===== config.mk =====
export PLATFORM = sky130hd
export DESIGN_NAME = cdh_ctrl
export DESIGN_NICKNAME = d
export VERILOG_FILES = /design/src/hdl/cdh_pkg.sv /design/src/hdl/cdh_ctrl.sv
export SDC_FILE = /design/constraint.sdc
export NUM_CORES = 1
export LEC_CHECK = 0
export BUFFER_PORTS_ARGS = -buffer_cell sky130_fd_sc_hd__buf_2
export CORE_MARGIN = 4
export CORE_UTILIZATION = 52
export CTS_CLUSTER_SIZE = 24
export DETAILED_ROUTE_END_ITERATION = 16
export GPL_TIMING_DRIVEN = 0
export PLACE_DENSITY_LB_ADDON = 0.2
export SYNTH_ARGS = -nofsm -noshare
export SYNTH_HDL_FRONTEND = slang
export SYNTH_SLANG_ARGS = --single-unit

===== constraint.sdc =====
create_clock -name clk_i -period 2.8 [get_ports clk_i]
set_input_delay 0.7 -clock clk_i [delete_from_list [all_inputs] [get_ports clk_i]]
set_output_delay 0.7 -clock clk_i [all_outputs]
set_load 0.05 [all_outputs]

===== src/hdl/cdh_pkg.sv =====
// cdh_pkg: shared types and constants for the start/stop delay histogram
// used by cdh_ctrl, cdh_dp and coincidence_delay_histogram
package cdh_pkg;

  localparam int unsigned CfgIdxW = 3;
  localparam int unsigned CfgDataW = 40;
  localparam int unsigned TimeW = 62;
  localparam int unsigned DelayW = 40;
  localparam int unsigned QuotW = 41;
  localparam int unsigned UsedW = 11;
  localparam int unsigned OutCountW = 32;

  localparam logic [CfgIdxW-1:0] RegStartCh = 3'd0;
  localparam logic [CfgIdxW-1:0] RegStopCh = 3'd1;
  localparam logic [CfgIdxW-1:0] RegOffset = 3'd2;
  localparam logic [CfgIdxW-1:0] RegMaxDelay = 3'd3;
  localparam logic [CfgIdxW-1:0] RegPitch = 3'd4;
  localparam logic [CfgIdxW-1:0] RegGate = 3'd5;
  localparam logic [CfgIdxW-1:0] RegBinsUsed = 3'd6;

  // controller to datapath
  typedef struct packed {
    logic load;       // capture input item
    logic clr_step;   // clear one histogram row
    logic pair_init;  // start walking the ring
    logic pair_load;  // read data valid, compute delay
    logic div_start;  // begin division
    logic div_step;   // one quotient bit
    logic hist_rd;    // read histogram bin
    logic hist_wr;    // write back incremented bin
    logic next_slot;  // advance ring walk
    logic store;      // write start to ring
    logic read_out;   // capture read result
    logic ev_out;     // capture event result
  } cdh_cmd_t;

  // datapath to controller
  typedef struct packed {
    logic clr_done;
    logic is_read;
    logic is_stop;
    logic is_start;
    logic walk_done;
    logic pair_ok;    // delay inside window
    logic div_done;
    logic bin_ok;     // bin and gate pass
  } cdh_sts_t;

endpackage


===== src/hdl/cdh_ctrl.sv =====
// cdh_ctrl: sequencer for the delay histogram
// depends on cdh_pkg
module cdh_ctrl import cdh_pkg::*; (
  input  logic     clk_i,
  input  logic     rst_ni,
  input  logic     in_valid_i,
  output logic     in_stall_o,
  output logic     out_valid_o,
  input  logic     out_stall_i,
  input  cdh_sts_t sts_i,
  output cdh_cmd_t cmd_o
);

  typedef enum logic [9:0] {
    StClear = 10'b0000000001,
    StIdle  = 10'b0000000010,
    StDisp  = 10'b0000000100,
    StRdWt  = 10'b0000001000,
    StFetch = 10'b0000010000,
    StPair  = 10'b0000100000,
    StDiv   = 10'b0001000000,
    StHist  = 10'b0010000000,
    StIncr  = 10'b0100000000,
    StDone  = 10'b1000000000
  } state_e;

  state_e state_q, state_d;
  logic   out_valid_q, out_valid_d;
  logic   rd_item_q, rd_item_d;

  assign out_valid_o = out_valid_q;
  // a new item may enter once the previous result is out or leaving
  assign in_stall_o = !(state_q == StIdle && (!out_valid_q || !out_stall_i));

  always_comb begin
    state_d = state_q;
    out_valid_d = out_valid_q && out_stall_i;
    rd_item_d = rd_item_q;
    cmd_o = '0;
    case (state_q)
      StClear: begin
        cmd_o.clr_step = 1'b1;
        if (sts_i.clr_done) state_d = StIdle;
      end
      StIdle: begin
        if (in_valid_i && !in_stall_o) begin
          cmd_o.load = 1'b1;
          state_d = StDisp;
        end
      end
      StDisp: begin
        if (sts_i.is_read) begin
          cmd_o.hist_rd = 1'b1;
          rd_item_d = 1'b1;
          state_d = StHist;
        end else if (sts_i.is_stop) begin
          cmd_o.pair_init = 1'b1;
          state_d = StFetch;
        end else begin
          state_d = StDone;
        end
      end
      StFetch: begin
        // ram read issued, data next cycle
        if (sts_i.walk_done) state_d = StDone;
        else state_d = StRdWt;
      end
      StRdWt: begin
        cmd_o.pair_load = 1'b1;
        state_d = StPair;
      end
      StPair: begin
        if (sts_i.pair_ok) begin
          cmd_o.div_start = 1'b1;
          state_d = StDiv;
        end else begin
          cmd_o.next_slot = 1'b1;
          state_d = StFetch;
        end
      end
      StDiv: begin
        cmd_o.div_step = 1'b1;
        if (sts_i.div_done) state_d = StIncr;
      end
      StIncr: begin
        if (sts_i.bin_ok) begin
          cmd_o.hist_rd = 1'b1;
          rd_item_d = 1'b0;
          state_d = StHist;
        end else begin
          cmd_o.next_slot = 1'b1;
          state_d = StFetch;
        end
      end
      StHist: begin
        if (rd_item_q) begin
          cmd_o.read_out = 1'b1;
          out_valid_d = 1'b1;
          state_d = StIdle;
        end else begin
          cmd_o.hist_wr = 1'b1;
          cmd_o.next_slot = 1'b1;
          state_d = StFetch;
        end
      end
      StDone: begin
        cmd_o.store = sts_i.is_start;
        cmd_o.ev_out = 1'b1;
        out_valid_d = 1'b1;
        state_d = StIdle;
      end
      default: state_d = StIdle;
    endcase
  end

  always_ff @(posedge clk_i or negedge rst_ni) begin
    if (!rst_ni) begin
      state_q <= StClear;
      out_valid_q <= 1'b0;
      rd_item_q <= 1'b0;
    end else begin
      state_q <= state_d;
      out_valid_q <= out_valid_d;
      rd_item_q <= rd_item_d;
    end
  end

endmodule


==> reports/qor.txt, run 1 <==
outcome: finished clean
Synth Cell Area: 812 µm²
worst reg2reg path startpoint: state_q[1]$_DFFE_PN0P_
measured slew at the worst slew-check pin: 0.435 ns
layout cells sized above 1: 47.5%
Tot Pwr: 842 µW
H-tree levels: 1
asr flop ratio synth: 100%
count of hold-fix buffers inserted at cts: 0
antenna violations before repair: 0
pre-CTS WS: 0.233 ns
R2R depth: 5
TritonCTS clock tree: done
Num CTS Buffers: 3
syn_area_per_cell: 9.67 µm²
clock-pin slew on the worst setup and hold paths: 0.08 ns
fmax: 369 MHz
core area: 0.00138 mm²
crit path DAT: 2.01 ns
Clock Latency Late Sink: 0.27 ns
Final Hold Viols: 0
number of distinct library cells after synthesis: 34
Vias per Instance: 5.48
family with the most delay on the worst path: simple AND/OR/NAND/NOR gates
RePlAce Congestion: 0.823
r2r setup slk: 1.02 ns
synth cell count leaders: 12 x nor2_1, 11 x dfrtp_1, 10 x nand2_1, 6 x inv_1, 4 x a21oi_1
Ant. Diodes: 0
Tcrit/Tclk final: 96.9%
ys flop type: dfrtp_1
Synth top area share: 33.9%
CP max stage cell: dfrtp_2
Leak Pwr: 0.552 nW
CTS root buf: clkbuf_4
Pwr Density: 771 mW/mm²
Post-synth EDFFs: 0
post-synth net total: 96
peak supply drop: 0.669 mV
CP cell instances: nor4_4 > nand3_2 > nor3b_4 > and3b_1 > buf_6
Fill cells: 98
final wirelength: 1930 µm
FP Rows: 13
clock skew: 0.00648 ns
1st-iter DRT viols: 27
relative slew slack: 70.9%
FF+latch count, synth: 12
crit start category: register
class of the worst hold path: input port to async pin
Worst Setup Path Type: register to output pin
I/O Buffers: 25
cell with the most instances after synthesis: nor2_1
YS warnings: 0
first-pass GRT wire length: 3000 µm
CP Max Fanout: 6
I/O Pins: 26
CP Buf/Inv Count: 1
vias: 729
sequential element share of the synthesized area: 37.1%
fin nets: 131
hold_ws: 0.291 ns
clk sink count: 12
post-route ant nets: 0
Initial Utilization: 58.7%
GRT overflow: 0
min cycle time layout: 2.71 ns
Chip Height: 47.5 µm
vias in the first global route: 652
final worst setup slack: 0.0875 ns
die width: 47.5 µm
slowest cell delay on critical path: 0.47 ns
synth top area cells: dfrtp_1 34%, nor2_1 5.5%, nor4_4 5.2%
cell count after synthesis: 84
Detail Placement HPWL: 1440 µm
Slew Viols, Final: 0
DRC: 0
Initial DRT Pass Iterations: 4
WL per Instance: 14.5 µm
Req. time, crit path: 2.10 ns
Area Growth Syn to Fin: 34.5%
largest net degree at the start of global routing: 13
critical path endpoint category: output pin
max cap viols: 0
post-synth top area cell: dfrtp_1
Tot GR Track Use: 19.0%
final setup violating endpoints: 0
clk buf depth: 2
RR Endpoint: state_q[1]$_DFFE_PN0P_
die footprint: 0.00226 mm²
Post-Route Setup TNS: 0 ns
[power by group]
part,leakage [nW],switching (mW),internal [mW]
sequential,0.150,0.0421,0.200
clock,0.0150,0.0573,0.0552
combinational,0.386,0.271,0.216
total,0.552,0.370,0.471
[layer usage]
layer | part of all wire, % | track usage, %
met3 | 4.6 | 2.26
met2 | 49 | 32.9
met4 | 0 | 4.97
met1 | 47 | 25.0
met5 | 0 | 0
[layout make-up]
cell class,instances,area (µm²),area share (%)
Sequential cell,12,305,27.9
Multi-Input combinational cell,65,532,48.7
Buffer,1,11.3,1.03
Tap cell,15,18.8,1.72
Timing Repair Buffer,30,176,16.2
Inverter,6,22.5,2.06
Clock buffer,4,26.3,2.41
[cells in the final DEF, fill, tap and decap left out, types with 2 or more instances in the layout]
cell type | synthesis | routed
buf_2 | 0 | 21
nor2_1 | 12 | 12
nand2_1 | 10 | 10
dfrtp_1 | 11 | 8
inv_1 | 6 | 6
buf_4 | 0 | 6
clkbuf_4 | 0 | 5
a21oi_1 | 4 | 4
nor4_4 | 2 | 3
nand3_2 | 2 | 3
nor3_1 | 3 | 3
o21ai_0 | 3 | 3
dfrtp_2 | 0 | 3
buf_6 | 1 | 2
nand2b_1 | 2 | 2
nor3b_4 | 0 | 2
and3b_1 | 2 | 2
a22o_1 | 2 | 2
xnor2_1 | 2 | 2
[flip-flops by register name, summed over array words and instances, names as in the netlist]
| register | flops |
|---|---|
| out_valid_o | 1 |
| state_q | 10 |
| rd_item_q | 1 |
[how the worst max path moves through the flow]
| stage | startpoint | slack [ns] | cells past startpoint | to |
|---|---|---|---|---|
| after detailed placement | state_q[5]$_DFFE_PN0P_ | 0.23 | 6 | cmd_o[11] |
| final | state_q[7]$_DFFE_PN0P_ | 0.09 | 5 | cmd_o[9] |
| after global routing | state_q[7]$_DFFE_PN0P_ | -0.001 | 6 | cmd_o[5] |
| after floorplan | state_q[3]$_DFFE_PN0P_ | 0.04 | 4 | cmd_o[3] |
| after global placement | state_q[4]$_DFFE_PN0P_ | 0.28 | 7 | cmd_o[11] |
| after CTS | state_q[4]$_DFFE_PN0P_ | 0.01 | 7 | cmd_o[11] |
[timing repair]
action | in CTS | in global routing
resized for setup | 4 | 8
setup buffers | 0 | 5
pin swaps | 1 | 6
setup endpoints to repair | 2 | 7
[cell families after synthesis]
| family | count (synthesis) | share of synthesized area [%] |
|---|---|---|
| simple gates | 49 | 44.1 |
| compound gates | 13 | 11.4 |
| flops | 12 | 37.1 |
| buf+inv | 7 | 4.16 |
| xor+xnor | 3 | 3.24 |
[metrics by stage]
step | instances | util [%] | cell area (µm²)
after global placement | 124 | 70.7 | 977
after floorplan | 84 | - | 833
after global routing | 133 | 79.0 | 1090
after detailed placement | 124 | 70.7 | 977
after CTS | 128 | 73.8 | 1020
final | 133 | 79.0 | 1090
Note: power is estimated with default switching activity, not from simulation.
==> run 2, diff against run 1 <==
==> constraint.sdc (replaced) <==
create_clock -name clk_i -period 2.8 [get_ports clk_i]
set_input_delay 0.28 -clock clk_i [delete_from_list [all_inputs] [get_ports clk_i]]
set_output_delay 0.28 -clock clk_i [all_outputs]
set_load 0.05 [all_outputs]
==> run 2 against run 1 <==
Sequential share of layout area increased by 2.3 points. Sequential cell count unchanged. Clock power increased by 5%. Utilization decreased by 6.8 points. Fmax increased by 10%. Critical path type unchanged. Via count decreased by 0.82%. Combinational power decreased by 22%. Final area decreased by 8.6%. Register-to-register slack got worse by 0.03 ns. Routed wire length decreased by 4.9%. First-iteration DRC count unchanged. Clock skew decreased by 0.0014 ns. Highest routed layer is now met4.
==> reports/qor.txt, run 2 (same netlist as run 1, synthesis figures left out) <==
core area: 0.00138 mm² (unchanged)
clk sink count: 12 (unchanged)
Slew Viols, Final: 0 (unchanged)
post-route ant nets: 0 (unchanged)
Tcrit/Tclk final: 87.8% (-9.0 points)
Num CTS Buffers: 3 (unchanged)
Leak Pwr: 0.532 nW (-3.7%)
Chip Height: 47.5 µm (unchanged)
family with the most delay on the worst path: simple AND/OR/NAND/NOR gates
P_sw: 343 µW (-7.5%)
Internal Dissipation: 391 µW (-17%)
Ant. Diodes: 0 (unchanged)
die width: 47.5 µm (unchanged)
pre-CTS WS: 0.644 ns (+0.411 ns)
DRC: 0 (unchanged)
clock skew: 0.00510 ns (-0.00138 ns)
Final Hold Viols: 0 (unchanged)
Post-Route Setup TNS: 0 ns (unchanged)
PostCTS Resize Cnt: 0 (-4)
CP max stage cell: dfrtp_1
final worst setup slack: 0.341 ns (+0.253 ns)
I/O Pins: 26 (unchanged)
Initial DRT Pass Iterations: 4 (unchanged)
fmax: 407 MHz (+10%)
Vias per Instance: 5.60 (+2.3%)
CP cell instances: nor4_4 > nand3_2 > nor3b_2 > nand3_1 > inv_1 > buf_2
antenna violations before repair: 0 (unchanged)
fin nets: 127 (-3.1%)
FP Rows: 13 (unchanged)
Tot GR Track Use: 19.9% (+0.83 points)
TritonCTS clock tree: done
outcome: finished clean
1st-iter DRT viols: 27 (unchanged)
hold_ws: 0.157 ns (-0.134 ns)
GRT overflow: 0 (unchanged)
max cap viols: 0 (unchanged)
Pwr Density: 735 mW/mm² (-4.7%)
RePlAce Congestion: 0.777 (-5.6%)
Req. time, crit path: 2.52 ns (+0.42 ns)
largest net degree at the start of global routing: 13 (unchanged)
Worst Setup Path Type: register to output pin
H-tree levels: 1 (unchanged)
Logic pwr share: 52.0% (-5.9 points)
commonest non-fill, non-tap cell in the layout: buf_2
min cycle time layout: 2.46 ns (-0.253 ns)
CTS root buf: clkbuf_4
die footprint: 0.00226 mm² (unchanged)
RSZ-0062 raised after global routing: no
crit path DAT: 2.18 ns (+0.17 ns)
clk buf depth: 2 (unchanged)
vias in the first global route: 674 (+3.4%)
class of the worst hold path: input port to register
Fill cells: 123 (+26%)
footprint of the multi-input gates: 483 µm² (-9.2%)
critical path endpoint category: output pin
Initial Utilization: 58.7% (unchanged)
final setup violating endpoints: 0 (unchanged)
Biggest register: state_q
vias: 723 (-0.82%)
flip-flop count of the largest register after layout: 10 (unchanged)
final wirelength: 1830 µm (-4.9%)
clock-pin slew on the worst setup and hold paths: 0.08 ns (about the same)
clock power share: 16.0% (+2.6 points)
Flop pwr share: 31.9% (+3.2 points)
measured slew at the worst slew-check pin: 0.399 ns (-0.0361 ns)
slowest cell delay on critical path: 0.48 ns (about the same)
count of hold-fix buffers inserted at cts: 1 (+1)
Area Growth Syn to Fin: 23.0%
first-pass GRT wire length: 2980 µm (-0.70%)
CP Buf/Inv Count: 2 (+1)
layout cells sized above 1: 38.6% (-8.9 points)
Net Sw Frac: 46.7% (+2.7 points)
most frequent cells in the layout: 25 x buf_2, 12 x nor2_1, 11 x dfrtp_1
WL per Instance: 14.2 µm (-2.0%)
CP Max Fanout: 7 (+1)
crit start category: register
post-CTS repair timing setup buffer count: 0 (unchanged)
relative slew slack: 73.3% (+2.4 points)
Clock Latency Late Sink: 0.28 ns (about the same)
Detail Placement HPWL: 1480 µm (+2.6%)
peak supply drop: 0.438 mV (-35%)
FF/Latch Area: 302 µm² (-1.2%)
I/O Buffers: 25 (unchanged)
run 2: per-layer routing:
layer / global-route usage [%] / share of wire (%) / up-vias
met5: 0 / 0 / -
met4: 11.6 / 2.3 / 0
met3: 4.51 / 4.1 / 5
met2: 31.6 / 47 / 13
met1: 24.5 / 47 / 342
li1: - / - / 363
run 2: final timing paths:
kind | startpoint | endpoint | slack, ns | cells after the start
worst max-delay path | state_q[5]$_DFFE_PN0P_ | cmd_o[11] | 0.34 | 6
worst min-delay path | sts_i[7] | state_q[0]$_DFFE_PN1P_ | 0.16 | 2
min in group asynchronous | rst_ni | out_valid_o$_DFF_PN0_ | 0.40 | 2
max in group asynchronous | rst_ni | state_q[0]$_DFFE_PN1P_ | 2.12 | 2
worst max register to register | state_q[5]$_DFFE_PN0P_ | state_q[1]$_DFFE_PN0P_ | 0.99 | 5
worst min register to register | rd_item_q$_DFFE_PN0P_ | rd_item_q$_DFFE_PN0P_ | 0.60 | 1
run 2: stage by stage:
step,instances,utilization (%),power [mW],instance area [µm²]
final,129,72.2,0.733,998
after floorplan,84,-,0.537,818
after global placement,124,69.6,0.608,962
after global routing,129,72.2,0.780,998
after CTS,129,72.2,0.739,998
after detailed placement,124,69.6,0.620,962
run 2: power groups by stage:
stage,sequential [mW],clock [mW],combinational (mW)
2_1_floorplan,0.241,0,0.297
3_3_place_gp,0.236,0,0.371
3_5_place_dp,0.237,0,0.383
4_1_cts,0.234,0.120,0.385
5_1_grt,0.240,0.126,0.414
6_report,0.234,0.118,0.382
run 2: final cells by class:
| type | instances | area share [%] |
|---|---|---|
| buffer | 1 | 1.13 |
| clock buffer | 4 | 2.63 |
| inverter | 6 | 2.26 |
| multi-input combinational | 65 | 48.4 |
| sequential | 12 | 30.2 |
| tap | 15 | 1.88 |
| timing repair buffer | 26 | 13.5 |
==> run 3, diff against run 2 <==
GPL_TIMING_DRIVEN = 1   (was 0)
==> run 3 against run 2 <==
Die area is the same. Via count fell by 1.4%. Final area fell by 0.13%. Routed wire length is 2.5% higher. Sequential share of layout area barely moved. Critical path depth did not move. Fmax decreased by 1.1%. Utilization down 0.091 points. Critical path type unchanged.
==> reports/qor.txt, run 3 (same netlist as run 1, synthesis figures left out) <==
Area Growth Syn to Fin: 22.8%
Tot GR Track Use: 19.1% (-0.77 points)
FF/Latch Area: 302 µm² (unchanged)
core area: 0.00138 mm² (unchanged)
Leak Pwr: 0.531 nW (about the same)
peak supply drop: 0.539 mV (+23%)
fmax: 402 MHz (-1.1%)
Initial Utilization: 58.7% (unchanged)
max cap viols: 0 (unchanged)
footprint of the multi-input gates: 483 µm² (unchanged)
outcome: finished clean
crit path DAT: 2.21 ns (+0.03 ns)
P_sw: 336 µW (-2.0%)
Final Hold Viols: 0 (unchanged)
Pwr Density: 750 mW/mm² (+2.1%)
Clock Latency Late Sink: 0.28 ns (about the same)
die width: 47.5 µm (unchanged)
pre-CTS WS: 0.627 ns (-0.0178 ns)
met1 Use GR: 23.3% (-1.2 points)
dpl cell area: 951 µm² (-1.2%)
FP Rows: 13 (unchanged)
TritonCTS clock tree: done
Flop pwr share: 32.3% (+0.4 points)
I/O Pins: 26 (unchanged)
clock-pin slew on the worst setup and hold paths: 0.08 ns (about the same)
clock skew: 0.0110 ns (+0.00587 ns)
Chip Height: 47.5 µm (unchanged)
flip-flop count of the largest register after layout: 10 (unchanged)
post-route ant nets: 0 (unchanged)
antenna violations before repair: 0 (unchanged)
Vias per Instance: 5.57 (-0.61%)
GRT overflow: 0 (unchanged)
die footprint: 0.00226 mm² (unchanged)
Detail Placement HPWL: 1530 µm (+3.7%)
CTS root buf: clkbuf_4
Internal Dissipation: 412 µW (+5.4%)
Slew Viols, Final: 0 (unchanged)
RePlAce Congestion: 0.869 (+12%)
final worst setup slack: 0.313 ns (-0.0276 ns)
H-tree levels: 1 (unchanged)
final setup violating endpoints: 0 (unchanged)
clk buf depth: 2 (unchanged)
layout cells sized above 1: 38.9% (+0.34 points)
DRC: 0 (unchanged)
final wirelength: 1880 µm (+2.5%)
clk sink count: 12 (unchanged)
CP Max Fanout: 9 (+2)
PostCTS Resize Cnt: 0 (unchanged)
most frequent cells in the layout: 25 x buf_2, 12 x nor2_1, 11 x dfrtp_1
measured slew at the worst slew-check pin: 0.436 ns (+0.0369 ns)
busiest grt layer: met2
Worst Setup Path Type: register to output pin
Num CTS Buffers: 3 (unchanged)
Ant. Diodes: 0 (unchanged)
Biggest register: state_q
met2 Use GR: 32.1% (+0.53 points)
Tcrit/Tclk final: 88.8% (+0.98 points)
1st-iter DRT viols: 14 (-48%)
critical path endpoint category: output pin
Req. time, crit path: 2.52 ns (about the same)
vias: 713 (-1.4%)
RSZ-0062 raised after global routing: no
Final Instance Area: 997 µm² (-0.13%)
Net Sw Frac: 44.9% (-1.8 points)
Post-Route Setup TNS: 0 ns (unchanged)
I/O Buffers: 25 (unchanged)
WL per Instance: 14.7 µm (+3.3%)
commonest non-fill, non-tap cell in the layout: buf_2
Initial DRT Pass Iterations: 4 (unchanged)
Logic pwr share: 49.6% (-2.4 points)
crit start category: register
met3 usage in global routing: 6.02% (+1.5 points)
fin nets: 126 (-0.79%)
min cycle time layout: 2.49 ns (+0.0276 ns)
Fill cells: 111 (-9.8%)
relative slew slack: 70.8% (-2.5 points)
clock power share: 18.2% (+2.2 points)
class of the worst hold path: input port to register
first-pass GRT wire length: 2990 µm (+0.23%)
largest net degree at the start of global routing: 13 (unchanged)
vias in the first global route: 674 (unchanged)
## run 3: cell types whose count changed in the layout (fill, tap and decap cells not counted)
cell	change
buf_6	-1
clkbuf_8	+1
clkbuf_1	-1
## run 3: what timing repair did
item                                    CTS  global route
endpoints found under the setup margin    0             0
buffers inserted                          0             0
hold endpoints to repair                 11             0
hold buffers                              1             0
## run 3: worst paths after layout
check                                        from                     end  slack (ns)  cells after the start
setup reg to reg           state_q[4]$_DFFE_PN0P_  state_q[8]$_DFFE_PN0P_        0.96                      5
hold reg to reg            state_q[2]$_DFFE_PN0P_  state_q[5]$_DFFE_PN0P_        0.60                      1
max in group asynchronous                  rst_ni  state_q[0]$_DFFE_PN1P_        2.11                      2
setup / recovery           state_q[4]$_DFFE_PN0P_               cmd_o[11]        0.31                      6
min in group asynchronous                  rst_ni   out_valid_o$_DFF_PN0_        0.41                      2
hold / removal                           sts_i[7]  state_q[0]$_DFFE_PN1P_        0.17                      2
## run 3: routing by layer
| layer | part of all wire, % | vias to the layer above |
|---|---|---|
| met1 | 42 | 331 |
| met5 | 0 | - |
| met3 | 5.8 | 4 |
| met2 | 51 | 19 |
| li1 | - | 359 |
| met4 | 1.0 | 0 |
## run 3: cell type report
type,instances,share of cell area [%]
clock buffers,4,3.64
inverters,6,2.26
multi-input cells,65,48.4
flip-flops and latches,12,30.2
well taps,15,1.88
repair buffers,26,13.6
## run 3: power by group through the flow
stage	logic (mW)	clock network (mW)	registers, mW
3_5_place_dp	0.370	0	0.245
5_1_grt	0.398	0.145	0.246
2_1_floorplan	0.297	0	0.241
6_report	0.371	0.136	0.241
3_3_place_gp	0.363	0	0.242
4_1_cts	0.374	0.140	0.241
## run 3: worst max-delay path, cell delays in order, from the launching register on
cell and delay (ns):
dfrtp_1 0.54, nor4_4 0.40, nand3_2 0.15, nor3b_2 0.31, nand3_1 0.18, inv_1 0.09
buf_2 0.26
## run 3: through the flow
step	util, %	cells	total power [mW]	hold WS, ns
after global routing	72.1	128	0.788	0.179
after floorplan	-	84	0.537	-0.0156
after detailed placement	68.8	123	0.615	0.166
after global placement	68.8	123	0.605	0.170
after CTS	72.1	128	0.755	0.167
final	72.1	128	0.748	0.174
